## src/rtl/u8u16_pkg.sv

```systemverilog
// Shared types, constants and the lead-byte classifier for the UTF-8 to UTF-16 decoder.
package u8u16_pkg;

    localparam logic [15:0] REPLACEMENT_UNIT = 16'hFFFD;
    localparam logic [15:0] HIGH_SURR_BASE   = 16'hD800;
    localparam logic [15:0] LOW_SURR_BASE    = 16'hDC00;
    localparam logic [20:0] SUPP_BASE        = 21'h10000;
    localparam logic [1:0]  CONT_TAG         = 2'b10;

    typedef enum logic [2:0] {
        LEAD_ASCII,
        LEAD_TWO,
        LEAD_THREE,
        LEAD_FOUR,
        LEAD_BAD
    } t_lead;

    // One queue entry: replacement units first, then the units of a code point.
    typedef struct packed {
        logic [1:0]  rep_cnt;
        logic        has_cp;
        logic [20:0] code_point;
        logic        last;
    } t_cmd;

    function automatic t_lead classify_lead(input logic [7:0] b);
        t_lead kind;
        case (b) inside
            [8'h00:8'h7F]: kind = LEAD_ASCII;
            [8'hC0:8'hDF]: kind = LEAD_TWO;
            [8'hE0:8'hEF]: kind = LEAD_THREE;
            [8'hF0:8'hF7]: kind = LEAD_FOUR;
            default:       kind = LEAD_BAD;
        endcase
        return kind;
    endfunction

endpackage

```

## src/rtl/u8u16_front.sv

```systemverilog
// Front end: tracks the open sequence and queues an entry when a byte yields units.
module u8u16_front (
    input  logic              i_clk,
    input  logic              i_rst_n,
    input  logic              i_accept,
    input  logic [7:0]        i_byte,
    input  logic              i_eos,
    output logic              o_push,
    output u8u16_pkg::t_cmd   o_cmd
);

    logic [20:0]           r_pc;
    logic [20:0]           n_pc;
    logic [1:0]            r_exp;
    logic [1:0]            n_exp;
    logic                  is_cont;
    logic                  broken;
    logic                  lead_bad;
    logic [20:0]           joined;
    u8u16_pkg::t_lead      lead;
    u8u16_pkg::t_cmd       cmd;

    always_comb begin
        lead     = u8u16_pkg::classify_lead(i_byte);
        is_cont  = (i_byte[7:6] == u8u16_pkg::CONT_TAG);
        joined   = {r_pc[14:0], i_byte[5:0]};
        broken   = 1'b0;
        lead_bad = 1'b0;
        n_pc     = r_pc;
        n_exp    = r_exp;
        cmd      = '0;
        if ((r_exp != 2'd0) && is_cont) begin
            n_exp = r_exp - 2'd1;
            if (r_exp == 2'd1) begin
                cmd.has_cp     = 1'b1;
                cmd.code_point = joined;
                n_pc           = '0;
            end else begin
                n_pc = joined;
            end
        end else begin
            broken = (r_exp != 2'd0);
            n_pc   = '0;
            n_exp  = 2'd0;
            case (lead)
                u8u16_pkg::LEAD_ASCII: begin
                    cmd.has_cp     = 1'b1;
                    cmd.code_point = {13'd0, i_byte};
                end
                u8u16_pkg::LEAD_TWO: begin
                    n_pc  = {16'd0, i_byte[4:0]};
                    n_exp = 2'd1;
                end
                u8u16_pkg::LEAD_THREE: begin
                    n_pc  = {17'd0, i_byte[3:0]};
                    n_exp = 2'd2;
                end
                u8u16_pkg::LEAD_FOUR: begin
                    n_pc  = {18'd0, i_byte[2:0]};
                    n_exp = 2'd3;
                end
                default: begin
                    lead_bad = 1'b1;
                end
            endcase
            cmd.rep_cnt = {1'b0, broken} + {1'b0, lead_bad};
        end
        if (i_eos) begin
            if (n_exp != 2'd0) begin
                cmd.rep_cnt = cmd.rep_cnt + 2'd1;
            end
            n_pc     = '0;
            n_exp    = 2'd0;
            cmd.last = 1'b1;
        end
    end

    always_ff @(posedge i_clk) begin
        if (!i_rst_n) begin
            r_pc  <= '0;
            r_exp <= 2'd0;
        end else if (i_accept) begin
            r_pc  <= n_pc;
            r_exp <= n_exp;
        end
    end

    assign o_push = i_accept && ((cmd.rep_cnt != 2'd0) || cmd.has_cp);
    assign o_cmd  = cmd;

endmodule

```

## src/rtl/u8u16_queue.sv

```systemverilog
// Small FIFO of decoded entries between the front end and the unit emitter.
module u8u16_queue #(
    parameter int DEPTH = 4
) (
    input  logic              i_clk,
    input  logic              i_rst_n,
    input  logic              i_push,
    input  u8u16_pkg::t_cmd   i_cmd,
    input  logic              i_pop,
    output logic              o_full,
    output logic              o_valid,
    output u8u16_pkg::t_cmd   o_head
);

    localparam int PTR_W = (DEPTH > 1) ? $clog2(DEPTH) : 1;
    localparam int CNT_W = $clog2(DEPTH + 1);
    localparam logic [PTR_W-1:0] LAST_IDX = PTR_W'(DEPTH - 1);
    localparam logic [CNT_W-1:0] FULL_CNT = CNT_W'(DEPTH);

    u8u16_pkg::t_cmd    r_mem [DEPTH];
    logic [PTR_W-1:0]   r_wr_ptr;
    logic [PTR_W-1:0]   r_rd_ptr;
    logic [CNT_W-1:0]   r_count;
    logic               do_push;
    logic               do_pop;

    assign do_push = i_push && !o_full;
    assign do_pop  = i_pop && o_valid;

    always_ff @(posedge i_clk) begin
        if (do_push) begin
            r_mem[r_wr_ptr] <= i_cmd;
        end
    end

    always_ff @(posedge i_clk) begin
        if (!i_rst_n) begin
            r_wr_ptr <= '0;
            r_rd_ptr <= '0;
            r_count  <= '0;
        end else begin
            if (do_push) begin
                r_wr_ptr <= (r_wr_ptr == LAST_IDX) ? '0 : r_wr_ptr + 1'b1;
            end
            if (do_pop) begin
                r_rd_ptr <= (r_rd_ptr == LAST_IDX) ? '0 : r_rd_ptr + 1'b1;
            end
            if (do_push && !do_pop) begin
                r_count <= r_count + 1'b1;
            end else if (do_pop && !do_push) begin
                r_count <= r_count - 1'b1;
            end
        end
    end

    assign o_full  = (r_count == FULL_CNT);
    assign o_valid = (r_count != '0);
    assign o_head  = r_mem[r_rd_ptr];

endmodule

```

## src/rtl/u8u16_back.sv

```systemverilog
// Back end: expands queue entries into UTF-16 code units behind an output register.
module u8u16_back (
    input  logic              i_clk,
    input  logic              i_rst_n,
    input  logic              i_head_valid,
    input  u8u16_pkg::t_cmd   i_head,
    output logic              o_pop,
    input  logic              i_ready,
    output logic              o_valid,
    output logic [15:0]       o_unit,
    output logic              o_last
);

    logic         r_valid;
    logic         r_phase;
    logic [15:0]  r_unit;
    logic         r_last;
    logic         big;
    logic [20:0]  v;
    logic [1:0]   cp_units;
    logic [1:0]   total;
    logic [1:0]   k;
    logic         is_final;
    logic         load;
    logic [15:0]  unit;

    always_comb begin
        big      = (i_head.code_point[20:16] != 5'd0);
        v        = i_head.code_point - u8u16_pkg::SUPP_BASE;
        cp_units = i_head.has_cp ? (big ? 2'd2 : 2'd1) : 2'd0;
        total    = i_head.rep_cnt + cp_units;
        is_final = ({1'b0, r_phase} == (total - 2'd1));
        k        = {1'b0, r_phase} - i_head.rep_cnt;
        if ({1'b0, r_phase} < i_head.rep_cnt) begin
            unit = u8u16_pkg::REPLACEMENT_UNIT;
        end else if (!big) begin
            unit = i_head.code_point[15:0];
        end else if (k[0] == 1'b0) begin
            unit = u8u16_pkg::HIGH_SURR_BASE + {5'd0, v[20:10]};
        end else begin
            unit = u8u16_pkg::LOW_SURR_BASE + {6'd0, v[9:0]};
        end
    end

    assign load  = i_head_valid && (!r_valid || i_ready);
    assign o_pop = load && is_final;

    always_ff @(posedge i_clk) begin
        if (!i_rst_n) begin
            r_valid <= 1'b0;
            r_phase <= 1'b0;
        end else begin
            if (load) begin
                r_valid <= 1'b1;
                r_phase <= is_final ? 1'b0 : 1'b1;
            end else if (i_ready) begin
                r_valid <= 1'b0;
            end
        end
    end

    always_ff @(posedge i_clk) begin
        if (load) begin
            r_unit <= unit;
            r_last <= i_head.last && is_final;
        end
    end

    assign o_valid = r_valid;
    assign o_unit  = r_unit;
    assign o_last  = r_last;

endmodule

```

## src/rtl/utf8_to_utf16_decoder.sv

```systemverilog
// Top level of the streaming UTF-8 to UTF-16 decoder.
// Takes one UTF-8 byte per transaction and sustains one byte per clock cycle while the entry
// queue is not full; every code unit is its own transaction on the output port, so a byte that
// yields a surrogate pair or a replacement unit followed by another unit holds the output for
// two transactions, and the entry queue of QUEUE_DEPTH entries between the byte decoder and
// the unit emitter absorbs that burst. A unit is written into the entry queue and then into
// the output register before it appears on the output. Malformed input is replaced by U+FFFD;
// overlong forms, surrogate code points and values above U+10FFFF are not checked.
module utf8_to_utf16_decoder #(
    parameter int QUEUE_DEPTH = 4
) (
    input  logic        i_clk,
    input  logic        i_rst_n,
    input  logic        s_axis_tvalid,
    output logic        s_axis_tready,
    input  logic [7:0]  s_axis_tdata,   // [7:0] data_byte
    input  logic        s_axis_tlast,
    output logic        m_axis_tvalid,
    input  logic        m_axis_tready,
    output logic [15:0] m_axis_tdata,   // [15:0] code_unit
    output logic        m_axis_tlast
);

    logic              accept;
    logic              push;
    logic              pop;
    logic              full;
    logic              head_valid;
    u8u16_pkg::t_cmd   cmd;
    u8u16_pkg::t_cmd   head;

    assign s_axis_tready = !full;
    assign accept        = s_axis_tvalid && s_axis_tready;

    u8u16_front u_front (
        .i_clk    (i_clk),
        .i_rst_n  (i_rst_n),
        .i_accept (accept),
        .i_byte   (s_axis_tdata),
        .i_eos    (s_axis_tlast),
        .o_push   (push),
        .o_cmd    (cmd)
    );

    u8u16_queue #(
        .DEPTH (QUEUE_DEPTH)
    ) u_queue (
        .i_clk   (i_clk),
        .i_rst_n (i_rst_n),
        .i_push  (push),
        .i_cmd   (cmd),
        .i_pop   (pop),
        .o_full  (full),
        .o_valid (head_valid),
        .o_head  (head)
    );

    u8u16_back u_back (
        .i_clk        (i_clk),
        .i_rst_n      (i_rst_n),
        .i_head_valid (head_valid),
        .i_head       (head),
        .o_pop        (pop),
        .i_ready      (m_axis_tready),
        .o_valid      (m_axis_tvalid),
        .o_unit       (m_axis_tdata),
        .o_last       (m_axis_tlast)
    );

endmodule

```

## config.mk

```make
export PLATFORM = sky130hd
export DESIGN_NAME = utf8_to_utf16_decoder
export DESIGN_NICKNAME = d
export VERILOG_FILES = /design/src/rtl/u8u16_pkg.sv /design/src/rtl/u8u16_front.sv /design/src/rtl/u8u16_queue.sv /design/src/rtl/u8u16_back.sv /design/src/rtl/utf8_to_utf16_decoder.sv
export SDC_FILE = /design/constraint.sdc
export NUM_CORES = 1
export LEC_CHECK = 0
export BUFFER_PORTS_ARGS = -buffer_cell sky130_fd_sc_hd__buf_4
export CORE_MARGIN = 1
export CORE_UTILIZATION = 58
export DETAILED_ROUTE_END_ITERATION = 10
export GPL_TIMING_DRIVEN = 0
export PLACE_DENSITY = 0.76
export SLEW_MARGIN = 10
export SYNTH_ARGS = -nofsm -noshare
export SYNTH_HDL_FRONTEND = slang
export SYNTH_SLANG_ARGS = --single-unit
```

## constraint.sdc

```tcl
create_clock -name i_clk -period 8.9 [get_ports i_clk]
set_clock_uncertainty 0.15 [all_clocks]
set_input_delay 0 -clock i_clk [delete_from_list [all_inputs] [get_ports i_clk]]
set_output_delay 0 -clock i_clk [all_outputs]
set_load 0.05 [all_outputs]
```

==> flow_summary.ini, run 1 <==
[run_status]
status = finished clean

[timing]
hold_viol_final = 0
relSlewSlack_pct = 28.1
fmax_mhz = 197
slew_violations = 0
grt_setup_unrepaired = false
finalCritPeriodShare_pct = 57.0
fin_setup_tns_ps = 0
fin_crit_ps = 5070
setup_viol = 0
worst_slack_ps = 3830
tightest_slew_ps = 1070

[yosys]
ys_ff_latch = 145
synth_edf_count = 117
synth_area_leader_cell = edfxtp_1
ys_warn_count = 0
post_synth.cell_area_avg_um2 = 15.3
syn-num-nets = 427
synth_cell_type_count = 50
yosys.area.top_type_share_pct = 57.2
synthCells = 401
ys.flop_type = edfxtp_1
synthTopCellsByArea = edfxtp_1, dfxtp_1, mux4_2, ha_1, mux2i_1
synthArstFlopShare_pct = 0
syn_area_um2 = 6140
ys_seq_area_share_pct = 66.3

[grt]
grt_max_degree = 26
grt_pass1_vias = 3722
grt-ovfl-total = 0
grt_pass1_wl_mm = 19.2
grt_usage_pct = 24.1
antenna_found_initial = 0

[floorplanning]
io_pins = 32
die_h_um = 105
fp-row-count = 37
fp.coreArea_um2 = 10300
start_util_pct = 59.8
dieWidth_um = 105
die_area_um2 = 11000

[clock_network]
cts_buffers = 17
tritoncts = yes
cts.sinks = 145
ctsHtreeMaxLevel = 4
path_clk_slew_ps = 60
clock_latency_ps = 520
postCtsSetupBuffers = 0
root_buffer = clkbuf_8
cts_buffer_depth = 2

[critical_path]
startpoint_type = flop
path_max_fanout = 10
cp_data_arrival_time_ps = 5370
end_kind = flop
worstSetupPathType = flop to flop
required_ps = 9200

[route]
vias_per_cell = 5.77
first_pass_iters = 4
routed_wl_mm = 11.9
drtIter0Drc = 203
drcViolationCount = 0
vias = 3583
wl_per_cell_um = 19.2
postRouteAntennaNets = 0

[power_and_ir_drop]
p_int_mw = 1.47
switchingPower_mw = 0.655
sw_frac_of_total_pct = 30.8
p_per_area_nw_per_um2 = 288
p_leak_nw = 2.60
irDropWorstVdd_mv = 0.208
pwr-share-clk_pct = 33.3
seqPwrFrac_pct = 40.5
combPwrFrac_pct = 26.2

[placement]
hpwl_mm = 7.61
dp.cells = 566
gp_congestion = 0.919
place_ws_ps = 3860
numPortBuffers = 28

[layout]
diodes = 0
nets = 498
post_route_cells_drive_above_1_share_pct = 23.1
syn_to_final_growth_pct = 20.1
fin_cells = 621

[run]
cap_violations = 0

[min_path]
hold_path_class = input port to flop
[through the flow]
step                instance area (µm²)  hold slack, ps  utilization (%)  total power, mW
finish                             7380            62.0             71.8             2.13
global placement                   6530             120             63.5             1.40
global route                       7380            88.1             71.8             2.21
detailed placement                 6550             122             63.7             1.43
floorplan                          6140           -51.1                -             1.28
CTS                                7380            20.5             71.8             2.14
[worst max-delay path: stages (launching register included)]
cell and delay (ps):
dfxtp_1 330, buf_6 150, clkbuf_1 470, mux4_2 420, inv_1 70, ha_1 200, inv_1 60, or4_4 540
a21oi_4 250, nand2_1 90, ha_1 300, xor2_1 230, nand2_1 80, nor4_1 440, nor2_2 180, ha_1 270
inv_1 70, fa_1 170, xor2_1 70, or3_1 300, a21boi_0 160
[cells by family (layout without fill, tap and decap cells)]
family	count (synthesis)	after routing	synth area share, %
and+or+nand+nor	119	119	10.6
muxes	37	37	10.8
adders and majority gates	13	13	2.77
buffers and inverters	35	119	2.69
DFF	145	145	66.3
xor gates and xnor gates	9	9	1.28
AOI/OAI and AO/OA	43	43	5.54
[state kept, by name (all words and copies together) (netlist names), named ones only]
signal	count
u_back.o_last	1
u_front.r_pc	15
u_back.o_valid	1
u_back.o_unit	16
u_queue.r_mem	100
u_queue.r_wr_ptr	2
u_queue.r_count	3
u_back.r_phase	1
u_queue.r_rd_ptr	2
u_front.r_exp	2
[synth_stat cells, types with 2 or more instances]
library cell  number
a21boi_0           3
clkbuf_1          11
a22oi_1           15
o211ai_2           5
nor2b_1           18
and2_1            11
inv_1             16
mux4_2            23
or2_1              4
buf_1              3
nand4_1            3
mux2i_1           12
nand2_1           30
o21ai_0            5
nand2_2            5
xnor2_1            6
a21oi_1            6
nor2_1            13
xor2_1             3
dfxtp_1           28
buf_2              2
and3_1            15
nor4_1             2
nor3_1             7
edfxtp_1         117
or3_1              2
buf_6              2
ha_1              12
[routing by layer]
metal,vias to the layer above,GRT usage [%],routed length [µm]
met2,132,40.0,6210
li1,1661,-,-
met4,0,11.4,163
met1,1775,30.5,4750
met5,-,0,0
met3,15,4.80,781
[power by group through the flow]
stage,Clock (mW),Combinational (mW),Sequential [mW]
final,0.708,0.558,0.861
after global routing,0.741,0.601,0.868
after CTS,0.713,0.560,0.862
after detailed placement,0,0.552,0.876
after global placement,0,0.529,0.874
after floorplan,0,0.302,0.980
[area by class of cell]
| type | count | area [µm²] |
|---|---|---|
| Sequential cell | 145 | 4070 |
| Fill cell | 661 | 2900 |
| Multi-Input combinational cell | 221 | 1910 |
| Timing Repair Buffer | 52 | 455 |
| Clock buffer | 18 | 418 |
| Clock inverter | 14 | 181 |
| Tap cell | 136 | 170 |
| Buffer | 19 | 105 |
| Inverter | 16 | 60.1 |
[worst paths after layout]
check,from,endpoint,depth (start not counted),slack [ps]
max reg2reg,flop,u_queue.r_count[2],20,3830
min,s_axis_tdata[6],u_queue.r_mem[0][7],3,60
max,flop,u_queue.r_count[2],20,3830
min reg2reg,u_queue.r_wr_ptr[1],u_queue.r_wr_ptr[1],2,350
[timing repair]
| item | in CTS | in global routing |
|---|---|---|
| endpoints found under the setup margin | 0 | 0 |
| hold endpoints to repair | 81 | 0 |
| resized for setup | 0 | 0 |
| hold buffers | 23 | 0 |
[cells in the final DEF (no fill, tap or decap), types with 15 or more instances in the layout]
| cell type | count |
|---|---|
| dlygate4sd3_1 | 23 |
| nor2b_1 | 18 |
| and3_1 | 15 |
| dfxtp_1 | 28 |
| clkbuf_16 | 16 |
| mux4_2 | 23 |
| inv_1 | 16 |
| edfxtp_1 | 117 |
| nand2_1 | 30 |
| buf_4 | 28 |
| a22oi_1 | 15 |
Note: power is estimated with default switching activity, not from simulation.
==> inputs of run 2 (changes only) <==
Settings changed: ABC_AREA set to 1, CORE_UTILIZATION 58 to 55.
Clock period 8.9 ns to 4.5 ns, I/O delays scaled along.
==> flow_summary.ini, run 2 <==
[grt]
grt.met2_usage_pct = 46.4
grt_usage_pct = 27.1
grt_pass1_vias = 4566
grt_pass1_wl_mm = 23.1
top_usage_layer = met2
grt_max_degree = 26
grt_util_met1_pct = 33.9
antenna_found_initial = 0
use_met3_pct = 5.81
grt-ovfl-total = 0

[clock_network]
tritoncts = yes
clock_latency_ps = 520
cts_buffer_depth = 2
root_buffer = clkbuf_8
ctsHtreeMaxLevel = 4
path_clk_slew_ps = 60
cts_buffers = 17
postCtsSetupBuffers = 0
cts.sinks = 145

[yosys]
syn_area_um2 = 6160
synth_area_leader_cell = edfxtp_1
synth_cell_type_count = 35
synth_common_cells = edfxtp_1, nand2_1, nor2_1
synth_edf_count = 117
yosys.area.top_type_share_pct = 57.1
synthCells = 572
synthArstFlopShare_pct = 0
ys_warn_count = 0
ys_seq_area_share_pct = 66.2
post_synth.cell_area_avg_um2 = 10.8
syn-num-nets = 598
synthTopCellsByArea = edfxtp_1, dfxtp_1, nand2_1, o21ai_0, nor2_1
yosysMostFrequentCell = edfxtp_1
ys_ff_latch = 145
ys.flop_type = edfxtp_1

[floorplanning]
fp-row-count = 38
dieWidth_um = 108
start_util_pct = 56.5
io_pins = 32
die_h_um = 108
fp.coreArea_um2 = 10900
die_area_um2 = 11600

[layout]
fin_util_pct = 69.1
syn_to_final_growth_pct = 22.2
layout_commonest_cell = edfxtp_1
multi_input_area_um2 = 1810
final_cell_mix = edfxtp_1, nand2_1, nor2_1, o21ai_0, inv_1
fin_cells = 802
post_route_cells_drive_above_1_share_pct = 14.8
largest_reg_flops = 100
final_area_um2 = 7520
diodes = 0
nets = 675
top_register = u_queue.r_mem
register_area_um2 = 4070
fillCellCount = 758

[power_and_ir_drop]
seqPwrFrac_pct = 37.7
p_int_mw = 3.00
irDropWorstVdd_mv = 0.548
pwr-share-clk_pct = 30.1
p_per_area_nw_per_um2 = 618
sw_frac_of_total_pct = 35.4
p_leak_nw = 2.84
combPwrFrac_pct = 32.2
power_mw = 4.65
switchingPower_mw = 1.64

[timing]
worst_slack_ps = 374
grt_setup_unrepaired = false
fin_setup_tns_ps = 0
relSlewSlack_pct = 44.7
whs_ps = 166
tightest_slew_ps = 830
fin_crit_ps = 4130
fmax_mhz = 242
finalCritPeriodShare_pct = 91.7
setup_viol = 0
slew_violations = 0
hold_viol_final = 0

[placement]
gp_congestion = 0.806
numPortBuffers = 31
hpwl_mm = 9.28
dpl-instance-area_um2 = 6700
dp.cells = 747
place_ws_ps = 695

[min_path]
hold_path_class = input port to flop

[route]
vias = 4481
wl_per_cell_um = 17.7
drtIter0Drc = 312
postRouteAntennaNets = 0
drcViolationCount = 0
vias_per_cell = 5.59
routed_wl_mm = 14.2
first_pass_iters = 4

[run]
cap_violations = 0

[run_status]
status = finished clean

[critical_path]
cp_data_arrival_time_ps = 4380
worstSetupPathType = flop to flop
required_ps = 4760
path_max_fanout = 10
startpoint_type = flop
end_kind = flop
==> run 2: worst paths after layout <==
| check | slack, ps | from | to | cells after the start |
|---|---|---|---|---|
| worst max-delay path | 370 | u_front.r_exp[0] | u_queue.r_count[1] | 21 |
| worst min-delay path | 170 | s_axis_tlast | u_queue.r_mem[2][0] | 2 |
| worst max register to register | 370 | u_front.r_exp[0] | u_queue.r_count[1] | 21 |
| worst min register to register | 320 | u_front.r_exp[1] | u_front.r_exp[1] | 2 |
==> run 2: cells by family after synthesis <==
group / count (synthesis) / share of synthesized area, %
AOI/OAI and AO/OA: 113 / 10.4
xor gates and xnor gates: 4 / 0.691
adders and majority gates: 13 / 2.76
buffers and inverters: 76 / 5.08
DFF: 145 / 66.2
and+or+nand+nor: 221 / 14.9
==> run 2: what timing repair did <==
action | in CTS | in global routing
resized for setup | 0 | 0
endpoints found under the hold margin | 80 | 0
hold buffers | 23 | 0
==> run 2: cell type report <==
type | instances | area share, %
well taps | 140 | 2.33
clock buffers | 22 | 6.02
plain buffers | 23 | 1.51
inverters | 53 | 2.64
clock inverters | 10 | 1.81
multi-input cells | 351 | 24.1
flip-flops and latches | 145 | 54.1
repair buffers | 58 | 7.42
==> run 2: worst max-delay path, stage by stage, from the launching register on <==
cell           delay (ps)
dfxtp_1               370
inv_1                  60
ha_1                  220
nor2_2                120
nand2_2               110
dlygate4sd3_1         680
inv_2                 100
buf_6                 130
nand2_1                70
o21ai_2                60
nand2_1               110
nand3_1               100
nand2_1                60
nand2_1               120
nand3_2               140
nand2_1               380
inv_1                  90
ha_1                  190
inv_1                 110
fa_1                  430
o21ai_0               160
a21oi_1                60
==> run 2: metal layers <==
| layer | share of wire (%) | wire [µm] | vias up |
|---|---|---|---|
| met4 | 1.2 | 172 | 0 |
| met5 | 0 | 0 | - |
| met1 | 41 | 5820 | 2151 |
| met2 | 51 | 7220 | 184 |
| li1 | - | - | 2130 |
| met3 | 6.9 | 977 | 16 |
==> run 2: power by group through the flow <==
stage               Combinational [mW]  Sequential, mW  Clock (mW)
detailed placement                1.46            1.78           0
CTS                               1.49            1.75        1.41
global placement                  1.37            1.78           0
finish                            1.50            1.75        1.40
floorplan                        0.791            1.99           0
global route                      1.63            1.77        1.46
